$ cat src/sv/assert_macros.svh
// Assertion macros for the two-state Kalman filter RTL.
// Included by files that carry concurrent checks; no other dependencies.
`ifndef ASSERT_MACROS_SVH
`define ASSERT_MACROS_SVH
`ifndef NO_ASSERTIONS
`define KFT_ASSERT(lbl, clk, rstn, prop, msg) \
    lbl: assert property (@(posedge clk) disable iff (!rstn) prop) else $error(msg);
`define KFT_ASSERT_ALWAYS(lbl, clk, prop, msg) \
    lbl: assert property (@(posedge clk) prop) else $error(msg);
`else
`define KFT_ASSERT(lbl, clk, rstn, prop, msg)
`define KFT_ASSERT_ALWAYS(lbl, clk, prop, msg)
`endif
`endif

$ cat src/sv/kft_pkg.sv
// Package for the two-state Kalman filter: sequencer states, operand codes,
// microcode row format and the microcode table. No dependencies.
`default_nettype none
package kft_pkg;

    localparam int KFT_STATES    = 2;
    localparam int KFT_FRAC_BITS = 16;

    localparam int ROW_W      = 6;
    localparam logic [ROW_W-1:0] PRED_LAST = 6'd19;
    localparam logic [ROW_W-1:0] UPD_FIRST = 6'd20;
    localparam logic [ROW_W-1:0] UPD_LAST  = 6'd47;

    localparam logic [2:0] REG_COUPLING = 3'd0;
    localparam logic [2:0] REG_Q_PP     = 3'd1;
    localparam logic [2:0] REG_Q_PV     = 3'd2;
    localparam logic [2:0] REG_Q_VV     = 3'd3;
    localparam logic [2:0] REG_B_POS    = 3'd4;
    localparam logic [2:0] REG_B_VEL    = 3'd5;
    localparam logic [2:0] REG_R        = 3'd6;
    localparam logic [2:0] REG_GATE     = 3'd7;

    typedef enum logic [3:0] {
        ST_IDLE,
        ST_PRED,
        ST_GATE_YY,
        ST_GATE_GS,
        ST_GATE_CMP,
        ST_DIV0,
        ST_DIV1,
        ST_UPD,
        ST_DONE
    } seq_state_t;

    typedef enum logic [4:0] {
        OP_ZERO, OP_X0, OP_X1, OP_P00, OP_P01, OP_P11, OP_U, OP_Z,
        OP_F01, OP_Q00, OP_Q01, OP_Q11, OP_B0, OP_B1, OP_R, OP_FP00,
        OP_FP01, OP_Y, OP_S, OP_G0, OP_G1, OP_AP00, OP_AP01, OP_AP10,
        OP_AP11, OP_RG0, OP_RG1, OP_NP01, OP_NP10
    } operand_t;

    typedef enum logic [1:0] {
        K_ADD,   // acc += a
        K_SUB,   // acc -= a
        K_MAC,   // acc += round(a*b)
        K_MSUB   // acc -= round(a*b)
    } op_kind_t;

    typedef struct packed {
        logic     first;
        logic     last;
        logic     halve;
        op_kind_t kind;
        operand_t a;
        operand_t b;
        operand_t dst;
    } urow_t;

    function automatic urow_t mk(logic f, logic l, op_kind_t k, operand_t a,
                                 operand_t b, operand_t d);
        urow_t r;
        r.first = f;
        r.last  = l;
        r.halve = 1'b0;
        r.kind  = k;
        r.a     = a;
        r.b     = b;
        r.dst   = d;
        return r;
    endfunction

    function automatic urow_t ucode(logic [ROW_W-1:0] idx);
        urow_t r;
        r = mk(1'b0, 1'b0, K_ADD, OP_ZERO, OP_ZERO, OP_ZERO);
        case (idx)
            // predict state
            6'd0:  r = mk(1'b1, 1'b0, K_ADD, OP_X0,   OP_ZERO, OP_ZERO);
            6'd1:  r = mk(1'b0, 1'b0, K_MAC, OP_B0,   OP_U,    OP_ZERO);
            6'd2:  r = mk(1'b0, 1'b1, K_MAC, OP_F01,  OP_X1,   OP_X0);
            6'd3:  r = mk(1'b1, 1'b0, K_ADD, OP_X1,   OP_ZERO, OP_ZERO);
            6'd4:  r = mk(1'b0, 1'b1, K_MAC, OP_B1,   OP_U,    OP_X1);
            // F*P
            6'd5:  r = mk(1'b1, 1'b0, K_ADD, OP_P00,  OP_ZERO, OP_ZERO);
            6'd6:  r = mk(1'b0, 1'b1, K_MAC, OP_F01,  OP_P01,  OP_FP00);
            6'd7:  r = mk(1'b1, 1'b0, K_ADD, OP_P01,  OP_ZERO, OP_ZERO);
            6'd8:  r = mk(1'b0, 1'b1, K_MAC, OP_F01,  OP_P11,  OP_FP01);
            // F*P*F' + Q
            6'd9:  r = mk(1'b1, 1'b0, K_ADD, OP_Q00,  OP_ZERO, OP_ZERO);
            6'd10: r = mk(1'b0, 1'b0, K_ADD, OP_FP00, OP_ZERO, OP_ZERO);
            6'd11: r = mk(1'b0, 1'b1, K_MAC, OP_FP01, OP_F01,  OP_P00);
            6'd12: r = mk(1'b1, 1'b0, K_ADD, OP_Q01,  OP_ZERO, OP_ZERO);
            6'd13: r = mk(1'b0, 1'b1, K_ADD, OP_FP01, OP_ZERO, OP_P01);
            6'd14: r = mk(1'b1, 1'b0, K_ADD, OP_Q11,  OP_ZERO, OP_ZERO);
            6'd15: r = mk(1'b0, 1'b1, K_ADD, OP_P11,  OP_ZERO, OP_P11);
            // innovation and its variance
            6'd16: r = mk(1'b1, 1'b0, K_ADD, OP_Z,    OP_ZERO, OP_ZERO);
            6'd17: r = mk(1'b0, 1'b1, K_SUB, OP_X0,   OP_ZERO, OP_Y);
            6'd18: r = mk(1'b1, 1'b0, K_ADD, OP_R,    OP_ZERO, OP_ZERO);
            6'd19: r = mk(1'b0, 1'b1, K_ADD, OP_P00,  OP_ZERO, OP_S);
            // state update
            6'd20: r = mk(1'b1, 1'b0, K_ADD, OP_X0,   OP_ZERO, OP_ZERO);
            6'd21: r = mk(1'b0, 1'b1, K_MAC, OP_G0,   OP_Y,    OP_X0);
            6'd22: r = mk(1'b1, 1'b0, K_ADD, OP_X1,   OP_ZERO, OP_ZERO);
            6'd23: r = mk(1'b0, 1'b1, K_MAC, OP_G1,   OP_Y,    OP_X1);
            // (I-KH)P
            6'd24: r = mk(1'b1, 1'b0, K_ADD, OP_P00,  OP_ZERO, OP_ZERO);
            6'd25: r = mk(1'b0, 1'b1, K_MSUB, OP_G0,  OP_P00,  OP_AP00);
            6'd26: r = mk(1'b1, 1'b0, K_ADD, OP_P01,  OP_ZERO, OP_ZERO);
            6'd27: r = mk(1'b0, 1'b1, K_MSUB, OP_G0,  OP_P01,  OP_AP01);
            6'd28: r = mk(1'b1, 1'b0, K_ADD, OP_P01,  OP_ZERO, OP_ZERO);
            6'd29: r = mk(1'b0, 1'b1, K_MSUB, OP_G1,  OP_P00,  OP_AP10);
            6'd30: r = mk(1'b1, 1'b0, K_ADD, OP_P11,  OP_ZERO, OP_ZERO);
            6'd31: r = mk(1'b0, 1'b1, K_MSUB, OP_G1,  OP_P01,  OP_AP11);
            // R*K
            6'd32: r = mk(1'b1, 1'b1, K_MAC, OP_R,    OP_G0,   OP_RG0);
            6'd33: r = mk(1'b1, 1'b1, K_MAC, OP_R,    OP_G1,   OP_RG1);
            // Joseph form
            6'd34: r = mk(1'b1, 1'b0, K_ADD, OP_AP00, OP_ZERO, OP_ZERO);
            6'd35: r = mk(1'b0, 1'b0, K_MSUB, OP_G0,  OP_AP00, OP_ZERO);
            6'd36: r = mk(1'b0, 1'b1, K_MAC, OP_RG0,  OP_G0,   OP_P00);
            6'd37: r = mk(1'b1, 1'b0, K_ADD, OP_AP01, OP_ZERO, OP_ZERO);
            6'd38: r = mk(1'b0, 1'b0, K_MSUB, OP_G1,  OP_AP00, OP_ZERO);
            6'd39: r = mk(1'b0, 1'b1, K_MAC, OP_RG0,  OP_G1,   OP_NP01);
            6'd40: r = mk(1'b1, 1'b0, K_ADD, OP_AP10, OP_ZERO, OP_ZERO);
            6'd41: r = mk(1'b0, 1'b0, K_MSUB, OP_G0,  OP_AP10, OP_ZERO);
            6'd42: r = mk(1'b0, 1'b1, K_MAC, OP_RG1,  OP_G0,   OP_NP10);
            6'd43: r = mk(1'b1, 1'b0, K_ADD, OP_AP11, OP_ZERO, OP_ZERO);
            6'd44: r = mk(1'b0, 1'b0, K_MSUB, OP_G1,  OP_AP10, OP_ZERO);
            6'd45: r = mk(1'b0, 1'b1, K_MAC, OP_RG1,  OP_G1,   OP_P11);
            // symmetric cross term: floor of the mean
            6'd46: r = mk(1'b1, 1'b0, K_ADD, OP_NP01, OP_ZERO, OP_ZERO);
            6'd47:
            begin
                r = mk(1'b0, 1'b1, K_ADD, OP_NP10, OP_ZERO, OP_P01);
                r.halve = 1'b1;
            end
            default: r = mk(1'b0, 1'b0, K_ADD, OP_ZERO, OP_ZERO, OP_ZERO);
        endcase
        return r;
    endfunction

    function automatic logic [31:0] sat32(logic signed [63:0] v);
        logic hi_ok;
        hi_ok = (v[63:31] == {33{1'b0}}) || (v[63:31] == {33{1'b1}});
        if (hi_ok)
            return v[31:0];
        else if (v[63])
            return 32'h8000_0000;
        else
            return 32'h7FFF_FFFF;
    endfunction

endpackage
`default_nettype wire

$ cat src/sv/kft_div.sv
// Iterative restoring divider for the Kalman gain: num * 2^FRAC_BITS / den,
// truncated toward zero and saturated to 32 bits. Uses kft_pkg.
`default_nettype none
module kft_div
    import kft_pkg::*;
#(
    parameter int FRAC_BITS = KFT_FRAC_BITS
)
(
    input  wire logic        clk,
    input  wire logic        rst_n,
    input  wire logic        start,
    input  wire logic [31:0] num,
    input  wire logic [31:0] den,
    output logic             done,
    output logic [31:0]      quot
);
    localparam int W  = 32 + FRAC_BITS;
    localparam int CW = $clog2(W + 1);

    logic          busy_reg, busy_next;
    logic          done_reg, done_next;
    logic [CW-1:0] cnt_reg, cnt_next;
    logic [W-1:0]  dvd_reg, dvd_next;
    logic [W-1:0]  q_reg, q_next;
    logic [31:0]   rem_reg, rem_next;
    logic [31:0]   den_reg, den_next;
    logic          neg_reg, neg_next;
    logic [31:0]   mag;
    logic [32:0]   trial;
    logic          fits;

    assign mag   = num[31] ? (~num + 32'd1) : num;
    assign trial = {rem_reg, dvd_reg[W-1]};
    assign fits  = trial >= {1'b0, den_reg};

    always_comb
    begin
        busy_next = busy_reg;
        done_next = 1'b0;
        cnt_next  = cnt_reg;
        dvd_next  = dvd_reg;
        q_next    = q_reg;
        rem_next  = rem_reg;
        den_next  = den_reg;
        neg_next  = neg_reg;
        if (start)
        begin
            busy_next = 1'b1;
            cnt_next  = CW'(W);
            dvd_next  = {mag, {FRAC_BITS{1'b0}}};
            q_next    = '0;
            rem_next  = '0;
            den_next  = den;
            neg_next  = num[31];
        end
        else if (busy_reg)
        begin
            rem_next = fits ? 32'(trial - {1'b0, den_reg}) : trial[31:0];
            dvd_next = {dvd_reg[W-2:0], 1'b0};
            q_next   = {q_reg[W-2:0], fits};
            cnt_next = cnt_reg - CW'(1);
            if (cnt_reg == CW'(1))
            begin
                busy_next = 1'b0;
                done_next = 1'b1;
            end
        end
    end

    always_ff @(posedge clk or negedge rst_n)
    begin
        if (!rst_n)
        begin
            busy_reg <= 1'b0;
            done_reg <= 1'b0;
            cnt_reg  <= '0;
        end
        else
        begin
            busy_reg <= busy_next;
            done_reg <= done_next;
            cnt_reg  <= cnt_next;
        end
    end

    always_ff @(posedge clk)
    begin
        dvd_reg <= dvd_next;
        q_reg   <= q_next;
        rem_reg <= rem_next;
        den_reg <= den_next;
        neg_reg <= neg_next;
    end

    // saturate the magnitude quotient, then apply the sign
    always_comb
    begin
        if (neg_reg)
        begin
            if ((|q_reg[W-1:32]) || (q_reg[31] && (|q_reg[30:0])))
                quot = 32'h8000_0000;
            else
                quot = ~q_reg[31:0] + 32'd1;
        end
        else
        begin
            if (|q_reg[W-1:31])
                quot = 32'h7FFF_FFFF;
            else
                quot = q_reg[31:0];
        end
    end

    assign done = done_reg;

endmodule
`default_nettype wire

$ cat config.mk
export PLATFORM = sky130hd
export DESIGN_NAME = kft_div
export DESIGN_NICKNAME = d
export VERILOG_FILES = /design/src/sv/assert_macros.svh /design/src/sv/kft_pkg.sv /design/src/sv/kft_div.sv
export SDC_FILE = /design/constraint.sdc
export NUM_CORES = 1
export LEC_CHECK = 0
export BUFFER_PORTS_ARGS = -buffer_cell sky130_fd_sc_hd__buf_2
export CAP_MARGIN = 20
export CORE_MARGIN = 4
export CORE_UTILIZATION = 60
export DETAILED_ROUTE_END_ITERATION = 16
export PLACE_DENSITY = 0.79
export REMOVE_ABC_BUFFERS = 1
export SETUP_SLACK_MARGIN = 0.4
export SYNTH_ARGS = -nofsm -noshare
export SYNTH_HDL_FRONTEND = slang
export SYNTH_SLANG_ARGS = --single-unit
$ cat constraint.sdc
create_clock -name clk -period 3.5 [get_ports clk]
set_input_delay 0.175 -clock clk [delete_from_list [all_inputs] [get_ports clk]]
set_output_delay 0.175 -clock clk [all_outputs]
set_load 0.1 [all_outputs]
==> results of run 1 <==
==> layout make-up <==
type,instances,area [sq um]
clock buffers,23,490
clock inverters,9,63.8
fillers,840,2670
inverters,52,195
multi-input cells,757,5410
flip-flops and latches,153,3770
well taps,184,230
repair buffers,193,1880
==> kinds of logic after synthesis <==
kind of cell	share of synthesized area
adder cells (fa/ha/maj)	0.0515
AND/OR/NAND/NOR	0.186
flip-flops	0.411
XOR/XNOR	0.0537
buffers and inverters	0.0500
multiplexers	0.0669
AO/OA/AOI/OAI	0.181
==> where the power goes <==
| group | total, uW | internal, uW | switching, uW |
|---|---|---|---|
| combinational | 4670 | 1930 | 2740 |
| clock | 1730 | 994 | 736 |
| sequential | 2300 | 2110 | 185 |
| total | 8700 | 5040 | 3660 |
==> how the worst max path moves through the flow <==
stage,to,depth (start not counted)
after floorplan,quot[30],7
after global placement,quot[29],9
after detailed placement,quot[15],9
after CTS,quot[31],11
after global routing,quot[18],12
final,quot[14],11
==> critical path, cell delays in order (launching register included) <==
cell and delay [ns]:
dfxtp_4 0.35, or4_4 0.56, nor4b_4 0.25, buf_4 0.16, nand4_4 0.08, nor3_4 0.19, nor3b_4 0.30, a21o_4 0.24
nand2_8 0.12, buf_4 0.18, o311ai_2 0.34, buf_12 0.23
==> timing repair <==
action	in CTS	in global routing
endpoints found under the hold margin	40	0
hold buffers	33	0
setup endpoints to repair	51	60
gates resized for setup	65	79
pin swaps	28	34
buffers inserted	20	26
==> placed cells by master, fill, tap and decap left out, types with 12 or more instances in the layout <==
master	n
a21oi_1	60
buf_12	25
buf_2	66
buf_4	45
buf_6	16
clkbuf_16	24
dfxtp_1	77
dlygate4sd3_1	33
edfxtp_1	65
ha_1	29
inv_1	50
mux2i_1	61
nand2_1	82
nand3_1	21
nor2_1	144
nor3_1	12
nor4_1	16
o21ai_0	37
xnor2_1	20
xor2_1	36
==> metal layers <==
| metal | track usage | wire length, um | vias up |
|---|---|---|---|
| met5 | 0 | 0 | - |
| met4 | 0.111 | 841 | 0 |
| met3 | 0.0627 | 1580 | 102 |
| met2 | 0.441 | 12400 | 388 |
| met1 | 0.328 | 9920 | 4059 |
| li1 | - | - | 4008 |
==> per-stage QoR <==
step                worst slack, ns  hold slack, ns  setup TNS, ns  instance area, sq um  instances
global route                 -0.308          0.0930          -5.67                 12000       1371
detailed placement            0.219          0.0414              0                 10100       1260
global placement              0.284          0.0387              0                 10100       1260
CTS                         -0.0500          0.0724        -0.0934                 11500       1345
finish                       -0.135          0.0882          -1.88                 12000       1371
floorplan                     -1.34          -0.121         -48.63                  8870        962
==> results.py, run 1 <==
metrics = {
    "clock_tree": {
        "clock_latency_ns": 0.43,
        "cts_made_buffers": 17,
        "h-tree-depth": 4,
        "cts.sinks": 153,
        "cts_tree": "done",
        "ctsLongestPathBuffers": 2,
        "cts-root-buf": "clkbuf_16",
        "cts.clk_slew.worst_paths_ns": 0.06,
    },
    "routing": {
        "drt-initial-drc-count": 698,
        "dr.pass1.iters": 5,
        "vias": 8557,
        "ant_nets": 0,
        "drc": 0,
        "via_per_inst": 6.24,
        "wirelength_mm": 24.7,
        "wl_per_cell_um": 18.0,
    },
    "die": {
        "fp-row-count": 44,
        "num_io_pins": 100,
        "design.die.area_sq_um": 17300,
        "core_sq_um": 14700,
        "start_util": 0.621,
        "die-height_um": 131,
        "die_w_um": 131,
    },
    "timing": {
        "final.period_utilization": 1.04,
        "setup_viol": 24,
        "max_freq_ghz": 0.275,
        "clock_skew_ns": 0.0119,
        "final_max_slew_viol_count": 0,
        "hold_viol": 0,
        "fin_ws_ns": -0.135,
        "slew_headroom": 0.392,
        "grt_setup_unrepaired": "yes",
        "fin_crit_ns": 3.63,
        "worstMarginPinSlew_ns": 0.911,
    },
    "grt": {
        "gr-total-overflow": 0,
        "grt_max_degree": 121,
        "grt_pass1_wl_mm": 38.0,
        "grt_pass1_vias": 7918,
        "antenna_found_initial": 0,
        "grt_usage": 0.263,
    },
    "final_layout": {
        "largest_register_ffs": 48,
        "utilization": 0.819,
        "diodes": 0,
        "syn2layout_area_growth_pct": 31.8,
        "final_layout_size_suffix_gt1_frac": 0.235,
        "finalNetCount": 1278,
    },
    "placed_design": {
        "place.gp.congestion": 0.873,
        "io_buffers": 99,
        "dp_hpwl_mm": 14.5,
    },
    "power_and_ir_drop": {
        "ir_drop_uv": 805,
        "total_power_uw": 8700,
        "power.density_nw_per_um2": 723,
        "p_leak_uw": 0.00536,
    },
    "synth": {
        "synth-seq-cells": 153,
        "synth-main-ff-cell": "dfxtp_1",
        "ys_async_sr_fraction": 0.0523,
        "synthTopCellsByCount": "145 x nor2_1, 86 x nand2_1, 80 x dfxtp_1",
        "netlist_area_sq_um": 9130,
        "yosys.area.top_type": "edfxtp_1",
        "synthTopCellsByArea": "edfxtp_1 21%, dfxtp_1 18%, mux2i_1 6.7%, nor2_1 6.0%, ha_1 4.9%",
        "synth_cell_types": 74,
        "synth.avg_cell_area_sq_um": 8.95,
        "synth_top_area_share": 0.214,
        "synth-edff-count": 65,
        "ys_warn_count": 0,
        "synth.most_common_cell": "nor2_1",
        "ys_seq_area_frac": 0.411,
        "syn_inst": 1020,
    },
    "setup_path": {
        "crit_start": "q_reg[9]$_SDFFE_PP0P_",
        "reg2reg_depth": 13,
        "worstPathMaxFanout": 16,
        "cp.arrival_ns": 3.46,
        "r2r_slack_ns": 0.43,
        "cp-end-kind": "output pin",
        "crit_type": "register to output pin",
        "start_kind": "register",
        "r2r_end": "rem_reg[7]$_SDFFE_PP0P_",
        "worstPathRequired_ns": 3.32,
        "rr_startpoint": "den_reg[26]$_DFFE_PP_",
    },
    "hold_path": {
        "holdCritStartpoint": "num[0]",
        "hp-class": "primary input to register",
        "hold_end": "dvd_reg[16]$_SDFFCE_PN0P_",
        "hold_depth": 3,
    },
    "outcome": {
        "violations": "negative setup slack",
        "status": "complete, but fails checks",
    },
    "run": {
        "drv_cap": 0,
    },
}
No activity file was read; power rests on OpenSTA's default activity.
==> run 2, diff against run 1 <==
--- a/config.mk
+++ b/config.mk
@@ -8,9 +8,10 @@
 export BUFFER_PORTS_ARGS = -buffer_cell sky130_fd_sc_hd__buf_2
 export CAP_MARGIN = 20
 export CORE_MARGIN = 4
-export CORE_UTILIZATION = 60
+export CORE_UTILIZATION = 61
+export CTS_BUF_LIST = sky130_fd_sc_hd__clkbuf_8
 export DETAILED_ROUTE_END_ITERATION = 16
-export PLACE_DENSITY = 0.79
+export PLACE_DENSITY = 0.8
 export REMOVE_ABC_BUFFERS = 1
 export SETUP_SLACK_MARGIN = 0.4
 export SYNTH_ARGS = -nofsm -noshare
==> run 2 against run 1 <==
Net effect:
- the flow finishes with violations (max-capacitance violations, max-slew violations, negative setup slack)
- die area decreased by 1.5%
- global-route usage about the same
- combinational power about the same
- via count about the same
- critical path depth increased by 2
- routed wire length increased by 2.8%
- register-to-register slack improved by 0.06 ns
- setup slack got worse by 0.41 ns
- cell area decreased by 2.0%
- largest power group unchanged
==> results.py, run 2 (synthesis results as in run 1) <==
metrics = {
    "grt": {
        "antenna_found_initial": 0,
        "grt_usage": 0.263,
        "grt_max_degree": 70,
        "grt_pass1_wl_mm": 36.2,
        "gr-total-overflow": 0,
        "grt_pass1_vias": 7813,
    },
    "die": {
        "core_sq_um": 14600,
        "start_util": 0.626,
        "num_io_pins": 100,
        "fp-row-count": 44,
        "design.die.area_sq_um": 17000,
        "die_w_um": 130,
        "die-height_um": 130,
    },
    "routing": {
        "wirelength_mm": 25.4,
        "vias": 8560,
        "wl_per_cell_um": 18.6,
        "dr.pass1.iters": 7,
        "drc": 0,
        "drt-initial-drc-count": 976,
        "via_per_inst": 6.28,
        "ant_nets": 0,
    },
    "setup_path": {
        "critPathMaxStageDelay_ns": 0.56,
        "reg2reg_depth": 12,
        "start_kind": "register",
        "worstPathMaxFanout": 8,
        "worstPathRequired_ns": 3.32,
        "cp_cell_sequence": "or4_4 > nor4b_4 > buf_4 > nand4_4 > nor3_4 > nor3b_4 > buf_4 > a21o_4 > buf_12 > nand2_4 > o31ai_4 > a211o_1 > buf_12",
        "crit_type": "register to output pin",
        "slowest_stage": "or4_4",
        "cp-end-kind": "output pin",
        "cp.arrival_ns": 3.87,
    },
    "timing": {
        "fin_hold_ws_ns": 0.0600,
        "grt_setup_unrepaired": "yes",
        "max_freq_ghz": 0.247,
        "worstMarginPinSlew_ns": 1.62,
        "clock_skew_ns": 0.0199,
        "final.period_utilization": 1.16,
        "slew_headroom": -0.0881,
        "fin_crit_ns": 4.05,
        "fin_ws_ns": -0.545,
        "setup_viol": 30,
        "hold_viol": 0,
        "final_max_slew_viol_count": 3,
        "setup_tns_ns": -9.34,
    },
    "placed_design": {
        "dp_hpwl_mm": 14.0,
        "dp_cells": 1261,
        "place.gp.congestion": 0.876,
        "io_buffers": 99,
        "dp_slack_ns": 0.171,
    },
    "clock_tree": {
        "cts_made_buffers": 17,
        "clock_latency_ns": 0.47,
        "cts_tree": "done",
        "h-tree-depth": 4,
        "cts.sinks": 153,
        "cts.clk_slew.worst_paths_ns": 0.08,
        "cts-root-buf": "clkbuf_8",
        "ctsLongestPathBuffers": 2,
    },
    "power_and_ir_drop": {
        "p_leak_uw": 0.00524,
        "total_power_uw": 8290,
        "power.density_nw_per_um2": 703,
        "ir_drop_uv": 776,
    },
    "final_layout": {
        "diodes": 0,
        "largest_register_ffs": 48,
        "finalNonFillerCells": 1362,
        "finalNetCount": 1269,
        "mostFrequentLayoutCells": "142 x nor2_1, 84 x nand2_1, 78 x dfxtp_1",
        "final_layout_size_suffix_gt1_frac": 0.222,
        "layout_commonest_cell": "nor2_1",
        "syn2layout_area_growth_pct": 29.1,
    },
    "outcome": {
        "status": "complete, but fails checks",
        "violations": "max-capacitance violations, max-slew violations, negative setup slack",
    },
    "run": {
        "drv_cap": 1,
    },
    "hold_path": {
        "hp-class": "primary input to register",
        "hold_depth": 3,
    },
}
## run 2: metal layers
| layer | wire length [um] | global-route usage |
|---|---|---|
| met5 | 0 | 0 |
| met4 | 1090 | 0.0950 |
| met3 | 1830 | 0.0540 |
| met2 | 12500 | 0.444 |
| met1 | 9970 | 0.336 |
## run 2: power by group
group / internal [uW] / total [uW] / switching [uW]
registers: 2110 / 2300 / 190
logic: 1890 / 4640 / 2750
clock network: 636 / 1350 / 711
total: 4640 / 8290 / 3650
## run 2: repair_timing
action,CTS,global route
resized for setup,47,80
gates cloned,3,2
setup endpoints to repair,36,63
buffers inserted,16,15
hold buffers,33,0
hold endpoints to repair,40,0
pin swaps,16,31
## run 2: area by class of cell
type	instances	area, sq um
Clock buffer	17	234
Clock inverter	15	148
Inverter	52	195
Sequential cell	153	3760
Fill cell	843	2800
Multi-Input combinational cell	759	5410
Tap cell	184	230
Timing Repair Buffer	182	1810
## run 2: worst paths after layout
kind,startpoint,end,slack (ns)
min in group asynchronous,rst_n,cnt_reg[0]$_DFFE_PN0P_,0.10
worst max register to register,den_reg[26]$_DFFE_PP_,rem_reg[19]$_SDFFE_PP0P_,0.49
max in group asynchronous,rst_n,busy_reg$_DFF_PN0_,3.20
worst max-delay path,q_reg[10]$_SDFFE_PP0P_,quot[12],-0.55
worst min register to register,rem_reg[3]$_SDFFE_PP0P_,rem_reg[3]$_SDFFE_PP0P_,0.50
worst min-delay path,num[0],dvd_reg[16]$_SDFFCE_PN0P_,0.06
## run 2: metrics by stage
step	utilization	cell area, sq um
after floorplan	-	8870
after global placement	0.695	10100
after detailed placement	0.695	10100
after CTS	0.770	11200
after global routing	0.808	11800
final	0.808	11800
## run 2: worst max-delay path, delay by kind of cell, from the launching register on
family	cells	cell delay (ns)
flops	1	0.40
compound gates	3	0.76
buf+inv	4	0.66
simple gates	6	1.59
